**config.mk**
```make
export PLATFORM = sky130hd
export DESIGN_NAME = bmdr_divider
export DESIGN_NICKNAME = d
export VERILOG_FILES = /design/src/hdl/bicycle_model_dead_reckoning_unit_defines.svh /design/src/hdl/bmdr_pkg.sv /design/src/hdl/bmdr_divider.sv
export SDC_FILE = /design/constraint.sdc
export NUM_CORES = 1
export LEC_CHECK = 0
export ABC_CLOCK_PERIOD_IN_PS = 12200
export BUFFER_PORTS_ARGS = -buffer_cell sky130_fd_sc_hd__buf_4
export CORE_MARGIN = 4
export CORE_UTILIZATION = 60
export DETAILED_ROUTE_END_ITERATION = 12
export PLACE_DENSITY = 0.78
export SLEW_MARGIN = 5
export SYNTH_ARGS = -nofsm -noshare
export SYNTH_HDL_FRONTEND = slang
export SYNTH_SLANG_ARGS = --single-unit
```
**constraint.sdc**
```tcl
create_clock -name clk_i -period 12.2 [get_ports clk_i]
set_input_delay 1.83 -clock clk_i [delete_from_list [all_inputs] [get_ports clk_i]]
set_output_delay 1.83 -clock clk_i [all_outputs]
set_load 0.03 [all_outputs]
```
**src/hdl/bicycle_model_dead_reckoning_unit_defines.svh**
```systemverilog
// assertion helpers used by the top-level rtl file
`ifndef BICYCLE_MODEL_DEAD_RECKONING_UNIT_DEFINES_SVH
`define BICYCLE_MODEL_DEAD_RECKONING_UNIT_DEFINES_SVH

// property that must hold at every edge outside reset
`define BMDR_ASSERT(lbl, clk, rst_n, prop, msg) \
  lbl: assert property (@(posedge clk) disable iff (!rst_n) (prop)) else $error(msg);

// implication whose consequent is checked in the cycle after the antecedent
`define BMDR_ASSERT_NEXT(lbl, clk, rst_n, ante, cons, msg) \
  lbl: assert property (@(posedge clk) disable iff (!rst_n) (ante) |=> (cons)) \
    else $error(msg);

`endif

```
**src/hdl/bmdr_pkg.sv**
```systemverilog
package bmdr_pkg;

  localparam logic signed [35:0] CordicX0 = 36'sd652032874;
  localparam logic [29:0] BinPerRad = 30'd683565276;
  localparam logic signed [63:0] TanMax = 64'sd2147483647;

  localparam logic CfgInvWheelbase = 1'b0;
  localparam logic CfgSteerToWheel = 1'b1;

  typedef enum logic [3:0] {
    ST_IDLE, ST_ANGLE, ST_CORD1, ST_DIV, ST_YAW1, ST_YAW2, ST_CORD2,
    ST_POS1, ST_POS2, ST_CORD3, ST_OUT
  } state_e;

  // what one cordic stage passes to the next
  typedef struct packed {
    logic signed [35:0] x;
    logic signed [35:0] y;
    logic signed [33:0] z;
    logic               flip;
  } cordic_vec_t;

  function automatic logic [31:0] atan_entry(input logic [4:0] i);
    logic [31:0] r;
    case (i)
      5'd0: r = 32'd536870912;  5'd1: r = 32'd316933406;
      5'd2: r = 32'd167458907;  5'd3: r = 32'd85004756;
      5'd4: r = 32'd42667331;   5'd5: r = 32'd21354465;
      5'd6: r = 32'd10679838;   5'd7: r = 32'd5340245;
      5'd8: r = 32'd2670163;    5'd9: r = 32'd1335087;
      5'd10: r = 32'd667544;    5'd11: r = 32'd333772;
      5'd12: r = 32'd166886;    5'd13: r = 32'd83443;
      5'd14: r = 32'd41722;     5'd15: r = 32'd20861;
      5'd16: r = 32'd10430;     5'd17: r = 32'd5215;
      5'd18: r = 32'd2608;      5'd19: r = 32'd1304;
      5'd20: r = 32'd652;       5'd21: r = 32'd326;
      5'd22: r = 32'd163;       5'd23: r = 32'd81;
      default: r = 32'd0;
    endcase
    return r;
  endfunction

  function automatic logic [15:0] q15(input logic signed [35:0] v);
    logic signed [36:0] r;
    logic [15:0] o;
    r = (37'(v) + 37'sd16384) >>> 15;
    if (r > 37'sd32767) o = 16'h7fff;
    else if (r < -37'sd32768) o = 16'h8000;
    else o = r[15:0];
    return o;
  endfunction

endpackage

```
**src/hdl/bmdr_divider.sv**
```systemverilog
// restoring divider, one quotient bit per cycle: trunc(s*65536/c), saturated
module bmdr_divider (
  input  logic               clk_i,
  input  logic               rst_ni,
  input  logic               start_i,
  input  logic signed [35:0] num_i,
  input  logic signed [35:0] den_i,
  output logic               done_o,
  output logic signed [63:0] quot_o
);
  localparam int unsigned Nb = 52;

  logic [Nb-1:0] n_q, q_q;
  logic [36:0]   r_q;
  logic [35:0]   dv_q;
  logic          neg_q, busy_q, done_q, zero_q, sgn_q;
  logic [5:0]    cnt_q;
  logic [36:0]   rs;
  logic [Nb-1:0] an;
  logic [35:0]   ad;
  logic signed [63:0] qs;

  always_comb begin
    an = num_i[35] ? Nb'(-{num_i, 16'd0}) : Nb'({num_i, 16'd0});
    ad = den_i[35] ? 36'(-den_i) : 36'(den_i);
    rs = {r_q[35:0], n_q[Nb-1]};
    qs = neg_q ? -$signed({12'd0, q_q}) : $signed({12'd0, q_q});
  end

  always_ff @(posedge clk_i or negedge rst_ni) begin
    if (!rst_ni) begin
      busy_q <= 1'b0;
      done_q <= 1'b0;
      cnt_q  <= '0;
    end else begin
      done_q <= 1'b0;
      if (start_i) begin
        busy_q <= 1'b1;
        cnt_q  <= '0;
      end else if (busy_q) begin
        cnt_q <= cnt_q + 6'd1;
        if (cnt_q == 6'(Nb - 1)) begin
          busy_q <= 1'b0;
          done_q <= 1'b1;
        end
      end
    end
  end

  always_ff @(posedge clk_i) begin
    if (start_i) begin
      n_q   <= an;
      dv_q  <= ad;
      r_q   <= '0;
      q_q   <= '0;
      neg_q <= num_i[35] ^ den_i[35];
      zero_q <= (den_i == '0);
      sgn_q <= num_i[35];
    end else if (busy_q) begin
      n_q <= {n_q[Nb-2:0], 1'b0};
      if (rs >= {1'b0, dv_q}) begin
        r_q <= rs - {1'b0, dv_q};
        q_q <= {q_q[Nb-2:0], 1'b1};
      end else begin
        r_q <= rs;
        q_q <= {q_q[Nb-2:0], 1'b0};
      end
    end
  end

  always_comb begin
    if (zero_q) quot_o = sgn_q ? -bmdr_pkg::TanMax : bmdr_pkg::TanMax;
    else if (qs > bmdr_pkg::TanMax) quot_o = bmdr_pkg::TanMax;
    else if (qs < -bmdr_pkg::TanMax) quot_o = -bmdr_pkg::TanMax;
    else quot_o = qs;
  end

  assign done_o = done_q;
endmodule
```
==> results.py, run 1 <==
metrics = {
    "run_status": {
        "status": "completed",
    },
    "worst_setup_path": {
        "worstPathRequired_ps": 10370,
        "worstSetupPathType": "reg2out",
        "cp_data_arrival_time_ps": 5650,
        "r2r_start": "dv_q[18]",
        "cp_cell_sequence": "inv_1, ha_1, nor4b_1, and4b_1, nand2_1, o311a_1, or3b_2, nor4_1, o2111ai_1, a311o_1, ha_1, or2_2, o21ai_0, nor2_1, buf_4",
        "worstSetupStartpoint": "q_q[0]",
        "cpMaxStageDelayCell": "or2_2",
        "critPathMaxFanout": 32,
        "end_kind": "primary output",
        "crit_path_frequent_cell": "ha_1",
        "ff2ff_path_depth": 10,
        "crit_buf_inv": 2,
        "startpoint_type": "flop",
        "cpPeakStageDelay_ps": 540,
        "cp_num_cells": 15,
        "path_delay_family": "simple AND/OR/NAND/NOR gates",
    },
    "grt": {
        "grt_pass1_wl_mm": 57.0,
        "antenna_found_initial": 0,
        "grt_pass1_vias": 11410,
        "grt_max_degree": 77,
        "grt_usage_pct": 27.9,
        "overflow": 0,
    },
    "clock_network": {
        "post-cts-setup-buffers": 0,
        "clockBufferDepth": 2,
        "cts_tree": "yes",
        "numCtsBuffers": 17,
        "cts_sinks": 171,
        "clk_pin_slew_worst_paths_ps": 70,
        "cts_resized": 0,
        "root_buffer": "clkbuf_16",
        "clkLatencyLatePin_ps": 450,
        "htreeDepth": 4,
        "hold_buffers": 0,
    },
    "sta": {
        "final_max_slew_viol_count": 0,
        "relSlewSlack_pct": 23.4,
        "rsz0062_at_grt": "no",
        "max_freq_mhz": 134,
        "fin_setup_tns_ps": 0,
        "fin_skew_ps": 24.3,
        "worst_pin_slew_ps": 1150,
        "fin_crit_ps": 7480,
        "hold_violations": 0,
        "finalSetupViolCount": 0,
        "fin_crit_sh_pct": 61.3,
    },
    "placed_design": {
        "numPortBuffers": 139,
        "place_area_mm2": 0.0141,
        "placedCellCount": 1879,
        "dp_hpwl_mm": 24.8,
        "place_congestion": 0.956,
    },
    "route": {
        "vias_per_cell": 6.35,
        "topRoutingLayerUsed": "met4",
        "dr.pass1.iters": 5,
        "vias": 12134,
        "antenna_left": 0,
        "routed-wl-met3_mm": 2.08,
        "initialDrtViolationCount": 977,
        "wl_met1_mm": 15.3,
        "wirelength_mm": 34.3,
        "avgRoutedWirePerCell_um": 18.0,
        "met2_length_mm": 16.2,
        "drc": 0,
    },
    "yosys": {
        "synthFlopType": "dfxtp_1",
        "synth_nets": 1710,
        "syn_inst": 1592,
        "syn_avg_cell_area_um2": 8.28,
        "synth_area_mm2": 0.0132,
        "postSynth.asyncResetShare_pct": 4.68,
        "synth_seq_area_share_pct": 32.0,
        "synth_cell_types": 79,
        "synth-edff-count": 75,
        "yosys_warnings": 0,
        "ys_seq_elements": 171,
    },
    "finish": {
        "nets": 1741,
        "final_cell_area_mm2": 0.0147,
        "drive_gt1_share_pct": 13.7,
        "syn_to_final_growth_pct": 11.5,
        "antenna_cells": 0,
        "fin_cells": 1911,
    },
    "floorplan": {
        "chipWidth_um": 156,
        "initial_utilization_pct": 61.9,
        "core-area_mm2": 0.0213,
        "io_pins": 140,
        "die-area_mm2": 0.0244,
        "num_rows": 53,
        "die_y_um": 156,
    },
    "power_and_ir_drop": {
        "irDropWorstVdd_mv": 0.136,
        "totalPowerFinal_uw": 3260,
        "p_leak_uw": 0.00635,
        "power_density_mw_per_mm2": 222,
    },
    "hold_path": {
        "hp-start": "r_q[32]",
        "hp-class": "reg2reg",
        "hold_depth": 2,
    },
    "job": {
        "drv_cap": 0,
    },
}
==> registers in the layout (all words and copies together) (netlist names) <==
register and cells:
done_o 1, n_q 36, dv_q 36, busy_q 1, q_q 52, cnt_q 6
neg_q 1, r_q 36, zero_q 1, sgn_q 1
==> placed cells by master, fill, tap and decap left out, drive strengths merged, types with 28 or more instances in the layout <==
master and instances:
nand3 58, ha 42, a211oi 28, nand2 91, dfxtp 88, buf 149
nor2 199, o211ai 32, a21oi 70, edfxtp 75, a311oi 30, xnor2 67
xor2 77, inv 67, o21ai 79, mux2i 60, nor3 35, nor4 32
o31ai 40
==> power by group <==
group | switching, µW | internal [µW]
clock | 263 | 272
combinational | 1260 | 740
sequential | 48.0 | 674
==> area by class of cell <==
class                           instances  area [µm²]
Multi-Input combinational cell       1226        8230
Fill cell                            1758        6590
Sequential cell                       171        4220
Timing Repair Buffer                  149        1120
Clock buffer                           17         425
Tap cell                              275         344
Inverter                               58         218
Clock inverter                         15         145
==> worst reg2reg max path, delay by kind of cell, from the launching register on <==
family,cells,cell delay [ps]
AOI/OAI and AO/OA,1,460
adders and majority gates,1,360
buffers and inverters,1,40
DFF,1,330
and+or+nand+nor,7,2570
==> per-layer routing <==
layer  track usage (%)  vias to the layer above
li1                  -                     5964
met1              37.8                     5711
met2              46.1                      398
met3              4.07                       61
met4              9.17                        0
met5                 0                        -
==> path summary, 6_finish.rpt <==
| check | slack (ps) | endpoint |
|---|---|---|
| max | 4720 | quot_o[60] |
| min | 510 | r_q[32] |
| max reg2reg | 8330 | r_q[25] |
| min reg2reg | 510 | r_q[32] |
| max in group asynchronous | 10860 | busy_q |
| min in group asynchronous | 1200 | done_o |
==> cell families (layout without fill, tap and decap cells) <==
| group | count (synthesis) | after routing | share of synthesized area, % |
|---|---|---|---|
| adder cells (fa/ha/maj) | 43 | 43 | 4.14 |
| AO/OA/AOI/OAI | 422 | 422 | 22.9 |
| buffers and inverters | 195 | 239 | 5.79 |
| multiplexers | 64 | 64 | 4.90 |
| flip-flops | 171 | 171 | 32.0 |
| XOR/XNOR | 144 | 144 | 9.57 |
| AND/OR/NAND/NOR | 553 | 553 | 20.7 |
==> through the flow <==
step	util [%]	setup slack (ps)	hold WS, ps
floorplan	-	5890	473
global placement	66.4	5370	491
detailed placement	66.4	5250	496
CTS	69.1	4780	507
global route	69.1	4270	524
finish	69.1	4720	510
==> synthesized netlist by cell type (all sizes together), types with 9 or more instances <==
library cell  count  area (µm²)
a211oi           28         255
a21o             27         203
a21oi            70         350
a311oi           30         269
a31oi            18         113
and3             16         100
buf              27         133
clkbuf          110         413
dfxtp            88        1760
edfxtp           75        2250
ha               42         526
inv              57         214
mux2i            60         601
nand2            91         342
nand2b            9        56.3
nand3            58         290
nand4            17         106
nor2            199         747
nor2b            14        87.6
nor3             35         185
nor4             32         213
o211ai           32         240
o21ai            79         395
o31ai            40         328
o41ai            22         200
or3              23         149
or4              22         165
xnor2            67         587
xor2             77         674
No activity file was read; power rests on OpenSTA's default activity.
==> inputs of run 2 (changes only) <==
--- a/config.mk
+++ b/config.mk
@@ -5,7 +5,7 @@
 export SDC_FILE = /design/constraint.sdc
 export NUM_CORES = 1
 export LEC_CHECK = 0
-export ABC_CLOCK_PERIOD_IN_PS = 12200
+export ABC_CLOCK_PERIOD_IN_PS = 7000
 export BUFFER_PORTS_ARGS = -buffer_cell sky130_fd_sc_hd__buf_4
 export CORE_MARGIN = 4
 export CORE_UTILIZATION = 60
==> constraint.sdc (replaced) <==
create_clock -name clk_i -period 7 [get_ports clk_i]
set_input_delay 1.05 -clock clk_i [delete_from_list [all_inputs] [get_ports clk_i]]
set_output_delay 1.05 -clock clk_i [all_outputs]
set_load 0.03 [all_outputs]
==> run 2 against run 1 <==
Worst hold slack lost 94 ps. Cell count grew 0.26%. Flip-flop and latch count is the same.
==> results.py, run 2 (synthesis results as in run 1) <==
metrics = {
    "run_status": {
        "status": "completed",
    },
    "floorplan": {
        "die-area_mm2": 0.0244,
        "io_pins": 140,
        "chipWidth_um": 156,
        "num_rows": 53,
        "initial_utilization_pct": 61.9,
        "die_y_um": 156,
        "core-area_mm2": 0.0213,
    },
    "sta": {
        "fin_setup_tns_ps": 0,
        "rsz0062_at_grt": "no",
        "final_max_slew_viol_count": 0,
        "hold_violations": 0,
        "fin_crit_ps": 6470,
        "max_freq_mhz": 155,
        "fin_skew_ps": 22.4,
        "worst_pin_slew_ps": 1140,
        "fin_crit_sh_pct": 92.4,
        "relSlewSlack_pct": 24.0,
        "finalSetupViolCount": 0,
    },
    "grt": {
        "grt_pass1_vias": 11329,
        "grt_pass1_wl_mm": 56.5,
        "grt_max_degree": 87,
        "grt_usage_pct": 27.7,
        "overflow": 0,
        "antenna_found_initial": 0,
    },
    "route": {
        "wirelength_mm": 34.4,
        "drc": 0,
        "avgRoutedWirePerCell_um": 18.0,
        "initialDrtViolationCount": 872,
        "vias": 12163,
        "antenna_left": 0,
        "dr.pass1.iters": 5,
        "vias_per_cell": 6.35,
    },
    "power_and_ir_drop": {
        "p_int_uw": 2990,
        "sequentialPowerShare_pct": 21.9,
        "p_comb_share_pct": 60.9,
        "p_leak_uw": 0.00641,
        "switching_share_pct": 47.9,
        "p_switching_uw": 2750,
        "power_density_mw_per_mm2": 388,
        "irDropWorstVdd_mv": 0.269,
        "power.share.clock_pct": 17.2,
    },
    "placed_design": {
        "place_area_mm2": 0.0142,
        "numPortBuffers": 139,
        "place_congestion": 0.954,
        "dp_hpwl_mm": 25.0,
    },
    "worst_setup_path": {
        "cp_data_arrival_time_ps": 5420,
        "worstSetupPathType": "reg2out",
        "critPathMaxFanout": 32,
        "end_kind": "primary output",
        "worstPathRequired_ps": 5950,
        "startpoint_type": "flop",
    },
    "clock_network": {
        "clk_pin_slew_worst_paths_ps": 80,
        "clockBufferDepth": 2,
        "numCtsBuffers": 17,
        "cts_sinks": 171,
        "clkLatencyLatePin_ps": 440,
        "post-cts-setup-buffers": 0,
        "htreeDepth": 4,
        "root_buffer": "clkbuf_16",
        "cts_tree": "yes",
    },
    "finish": {
        "drive_gt1_share_pct": 14.1,
        "nets": 1746,
        "antenna_cells": 0,
        "syn_to_final_growth_pct": 12.2,
        "multi_input_area_mm2": 0.00823,
        "layout_commonest_cell": "nor2_1",
        "regMostFlops": "q_q",
        "seq_area_mm2": 0.00422,
        "final_cell_area_mm2": 0.0148,
        "largest_reg_flops": 52,
        "fill_cells": 1765,
        "mostFrequentLayoutCells": "199 x nor2_1, 153 x buf_4, 91 x nand2_1",
    },
    "hold_path": {
        "hp-class": "in2async",
    },
    "job": {
        "drv_cap": 0,
    },
}
==> run 2: cell count changes in the layout (fill, tap and decap cells not counted), sizes merged <==
cell      change
clkinv        +6
buf           +5
inv           -4
clkinvlp      -3
bufinv        +1
==> run 2: power groups by stage <==
stage	clock network [µW]	registers (µW)	logic [µW]
after detailed placement	0	1280	3470
after global routing	1040	1270	3760
after global placement	0	1270	3430
after CTS	1010	1250	3490
after floorplan	0	1250	2490
final	988	1260	3500
==> run 2: cell type report <==
cell class	count	area share, %
tap	275	2.33
inverter	58	1.47
multi-input combinational	1226	55.7
clock buffer	17	2.88
clock inverter	15	1.32
timing repair buffer	154	7.84
sequential	171	28.5
==> run 2: through the flow <==
step	instances	power [µW]	worst slack (ps)	hold WS, ps	util [%]
2_1_floorplan	1592	3740	1470	473	-
3_3_place_gp	1884	4700	948	491	66.6
3_5_place_dp	1884	4740	752	495	66.6
4_1_cts	1916	5750	276	405	69.5
5_1_grt	1916	6080	49.3	411	69.5
6_report	1916	5740	532	416	69.5
==> run 2: worst paths after layout <==
kind                         endpoint  slack, ps  cells past startpoint  startpoint
max                        quot_o[62]        530                     13     q_q[23]
max in group asynchronous      busy_q       6440                      1      rst_ni
min reg2reg                   r_q[32]        500                      2     r_q[32]
min                          cnt_q[3]        420                      1      rst_ni
min in group clk_i            r_q[32]        500                      2     r_q[32]
max reg2reg                   r_q[25]       3210                     10    dv_q[18]
==> run 2: timing repair <==
action	4_1_cts	5_1_grt
hold buffers	0	0
setup endpoints to repair	0	6
gates resized for setup	0	2
==> run 2: critical path, cell delays in order, from the launching register on <==
cell and delay [ps]:
dfxtp_1 400, nor4_1 610, nand3_1 460, or4_1 810, o31ai_4 250, xor2_1 140
nor4_1 230, o2111ai_1 190, a311o_1 360, ha_1 310, or2_2 540, o21ai_1 400
nor2_1 80, buf_4 180
==> run 2: per-layer routing <==
layer	wire length (µm)	vias to the layer above	global-route usage (%)
met1	15200	5703	37.2
li1	-	5994	-
met2	16500	405	46.8
met5	0	-	0
met3	1960	61	3.40
met4	759	0	9.09
==> inputs of run 3 (changes only) <==
--- a/config.mk
+++ b/config.mk
@@ -9,6 +9,7 @@
 export BUFFER_PORTS_ARGS = -buffer_cell sky130_fd_sc_hd__buf_4
 export CORE_MARGIN = 4
 export CORE_UTILIZATION = 60
+export CTS_BUF_LIST = sky130_fd_sc_hd__clkbuf_4
 export DETAILED_ROUTE_END_ITERATION = 12
 export PLACE_DENSITY = 0.78
 export SLEW_MARGIN = 5
==> run 3 against run 2 <==
Clock power shrank 36%. Design area decreased by 1.8%. First-iteration DRC count grew 14%. Die area is the same. Count of clock-buffer cells in the layout unchanged. Flip-flop and latch count unchanged.
==> results.py, run 3 (synthesis results as in run 1) <==
metrics = {
    "finish": {
        "nets": 1748,
        "final_cell_area_mm2": 0.0145,
        "layout_commonest_cell": "nor2_1",
        "syn_to_final_growth_pct": 10.2,
        "drive_gt1_share_pct": 14.3,
        "seq_area_mm2": 0.00422,
        "mostFrequentLayoutCells": "199 x nor2_1, 155 x buf_4, 91 x nand2_1",
        "regMostFlops": "q_q",
        "fin_cells": 1919,
        "largest_reg_flops": 52,
        "fill_cells": 1815,
        "multi_input_area_mm2": 0.00825,
    },
    "clock_network": {
        "cts_tree": "yes",
        "root_buffer": "clkbuf_4",
        "htreeDepth": 4,
        "clk_pin_slew_worst_paths_ps": 170,
        "cts_sinks": 171,
        "clkLatencyLatePin_ps": 590,
        "clockBufferDepth": 2,
        "numCtsBuffers": 17,
    },
    "floorplan": {
        "chipWidth_um": 156,
        "io_pins": 140,
        "num_rows": 53,
        "initial_utilization_pct": 61.9,
        "die_y_um": 156,
        "die-area_mm2": 0.0244,
        "core-area_mm2": 0.0213,
    },
    "sta": {
        "max_freq_mhz": 153,
        "worst_pin_slew_ps": 1150,
        "rsz0062_at_grt": "no",
        "relSlewSlack_pct": 23.4,
        "final_max_slew_viol_count": 0,
        "fin_setup_tns_ps": 0,
        "finalSetupViolCount": 0,
        "fin_crit_sh_pct": 93.6,
        "fin_skew_ps": 45.2,
        "hold_violations": 0,
        "fin_crit_ps": 6550,
    },
    "placed_design": {
        "place_congestion": 0.954,
        "dp_hpwl_mm": 25.0,
        "placedCellCount": 1884,
        "numPortBuffers": 139,
        "place_area_mm2": 0.0142,
    },
    "run_status": {
        "status": "completed",
    },
    "grt": {
        "grt_pass1_wl_mm": 55.6,
        "grt_max_degree": 87,
        "grt_usage_pct": 27.3,
        "antenna_found_initial": 1,
        "grtUsageMet2_pct": 46.1,
        "use_met1_pct": 36.7,
        "overflow": 0,
        "met3_usage_pct": 4.04,
        "top_usage_layer": "met2",
        "grt_pass1_vias": 11216,
    },
    "power_and_ir_drop": {
        "totalPowerFinal_uw": 5390,
        "p_leak_uw": 0.00629,
        "irDropWorstVdd_mv": 0.269,
        "power_density_mw_per_mm2": 371,
    },
    "hold_path": {
        "hp-class": "in2async",
    },
    "worst_setup_path": {
        "worstSetupStartpoint": "q_q[2]",
        "worstPathRequired_ps": 5950,
        "cp_data_arrival_time_ps": 5500,
        "reg2reg_slack_ps": 3190,
        "end_kind": "primary output",
        "startpoint_type": "flop",
        "r2r-end": "r_q[25]",
        "ff2ff_path_depth": 10,
        "worstSetupPathType": "reg2out",
        "r2r_start": "dv_q[18]",
        "endpoint": "quot_o[62]",
        "critPathMaxFanout": 32,
    },
    "route": {
        "vias_per_cell": 6.28,
        "dr.pass1.iters": 6,
        "antenna_left": 0,
        "initialDrtViolationCount": 991,
        "vias": 12048,
        "wirelength_mm": 34.1,
        "avgRoutedWirePerCell_um": 17.8,
        "drc": 0,
    },
    "job": {
        "drv_cap": 0,
    },
}
run 3: how the worst min path moves through the flow:
stage               end  slack, ps  depth (start not counted)
6_report         busy_q        250                          1
5_1_grt          busy_q        200                          1
4_1_cts        cnt_q[1]        230                          1
3_5_place_dp    r_q[32]        490                          2
3_3_place_gp    r_q[30]        490                          2
2_1_floorplan   r_q[30]        470                          2
run 3: worst max-delay path, stage by stage (launching register included):
cell and delay (ps):
dfxtp_1 450, or3_1 500, or3_4 510, or4_1 770, o31ai_4 250, xor2_1 140, nor4_1 230, o2111ai_1 200
a311o_1 360, ha_1 310, or2_2 540, o21ai_1 400, nor2_1 80, buf_4 180
run 3: final cells by class:
cell class                      instances  share of cell area, %
Antenna cell                            1                 0.0172
Clock buffer                           17                  0.879
Clock inverter                         15                   1.34
Inverter                               58                   1.50
Multi-Input combinational cell       1226                   56.8
Sequential cell                       171                   29.0
Tap cell                              275                   2.37
Timing Repair Buffer                  156                   8.09
run 3: power breakdown:
group	leakage (µW)	internal, µW	switching, µW	total, µW
Sequential	0.00156	1170	83.2	1260
Clock	0.000171	203	428	631
Combinational	0.00456	1300	2200	3500
run 3: repair_timing:
action | 4_1_cts | 5_1_grt
hold buffers | 0 | 0
setup endpoints to repair | 0 | 12
gates resized for setup | 0 | 4
buffers inserted | 0 | 2
run 3: per-stage QoR:
stage | worst slack, ps | utilization (%) | hold WS (ps)
floorplan | 1470 | - | 473
global placement | 948 | 66.6 | 491
detailed placement | 752 | 66.6 | 495
CTS | 94.0 | 68.1 | 226
global route | 14.9 | 68.2 | 202
finish | 448 | 68.2 | 254
run 3: routing by layer:
metal	wire length (µm)	part of all wire, %
met4	680	2.0
met5	0	0
met3	2020	5.9
met2	16300	48
met1	15100	44
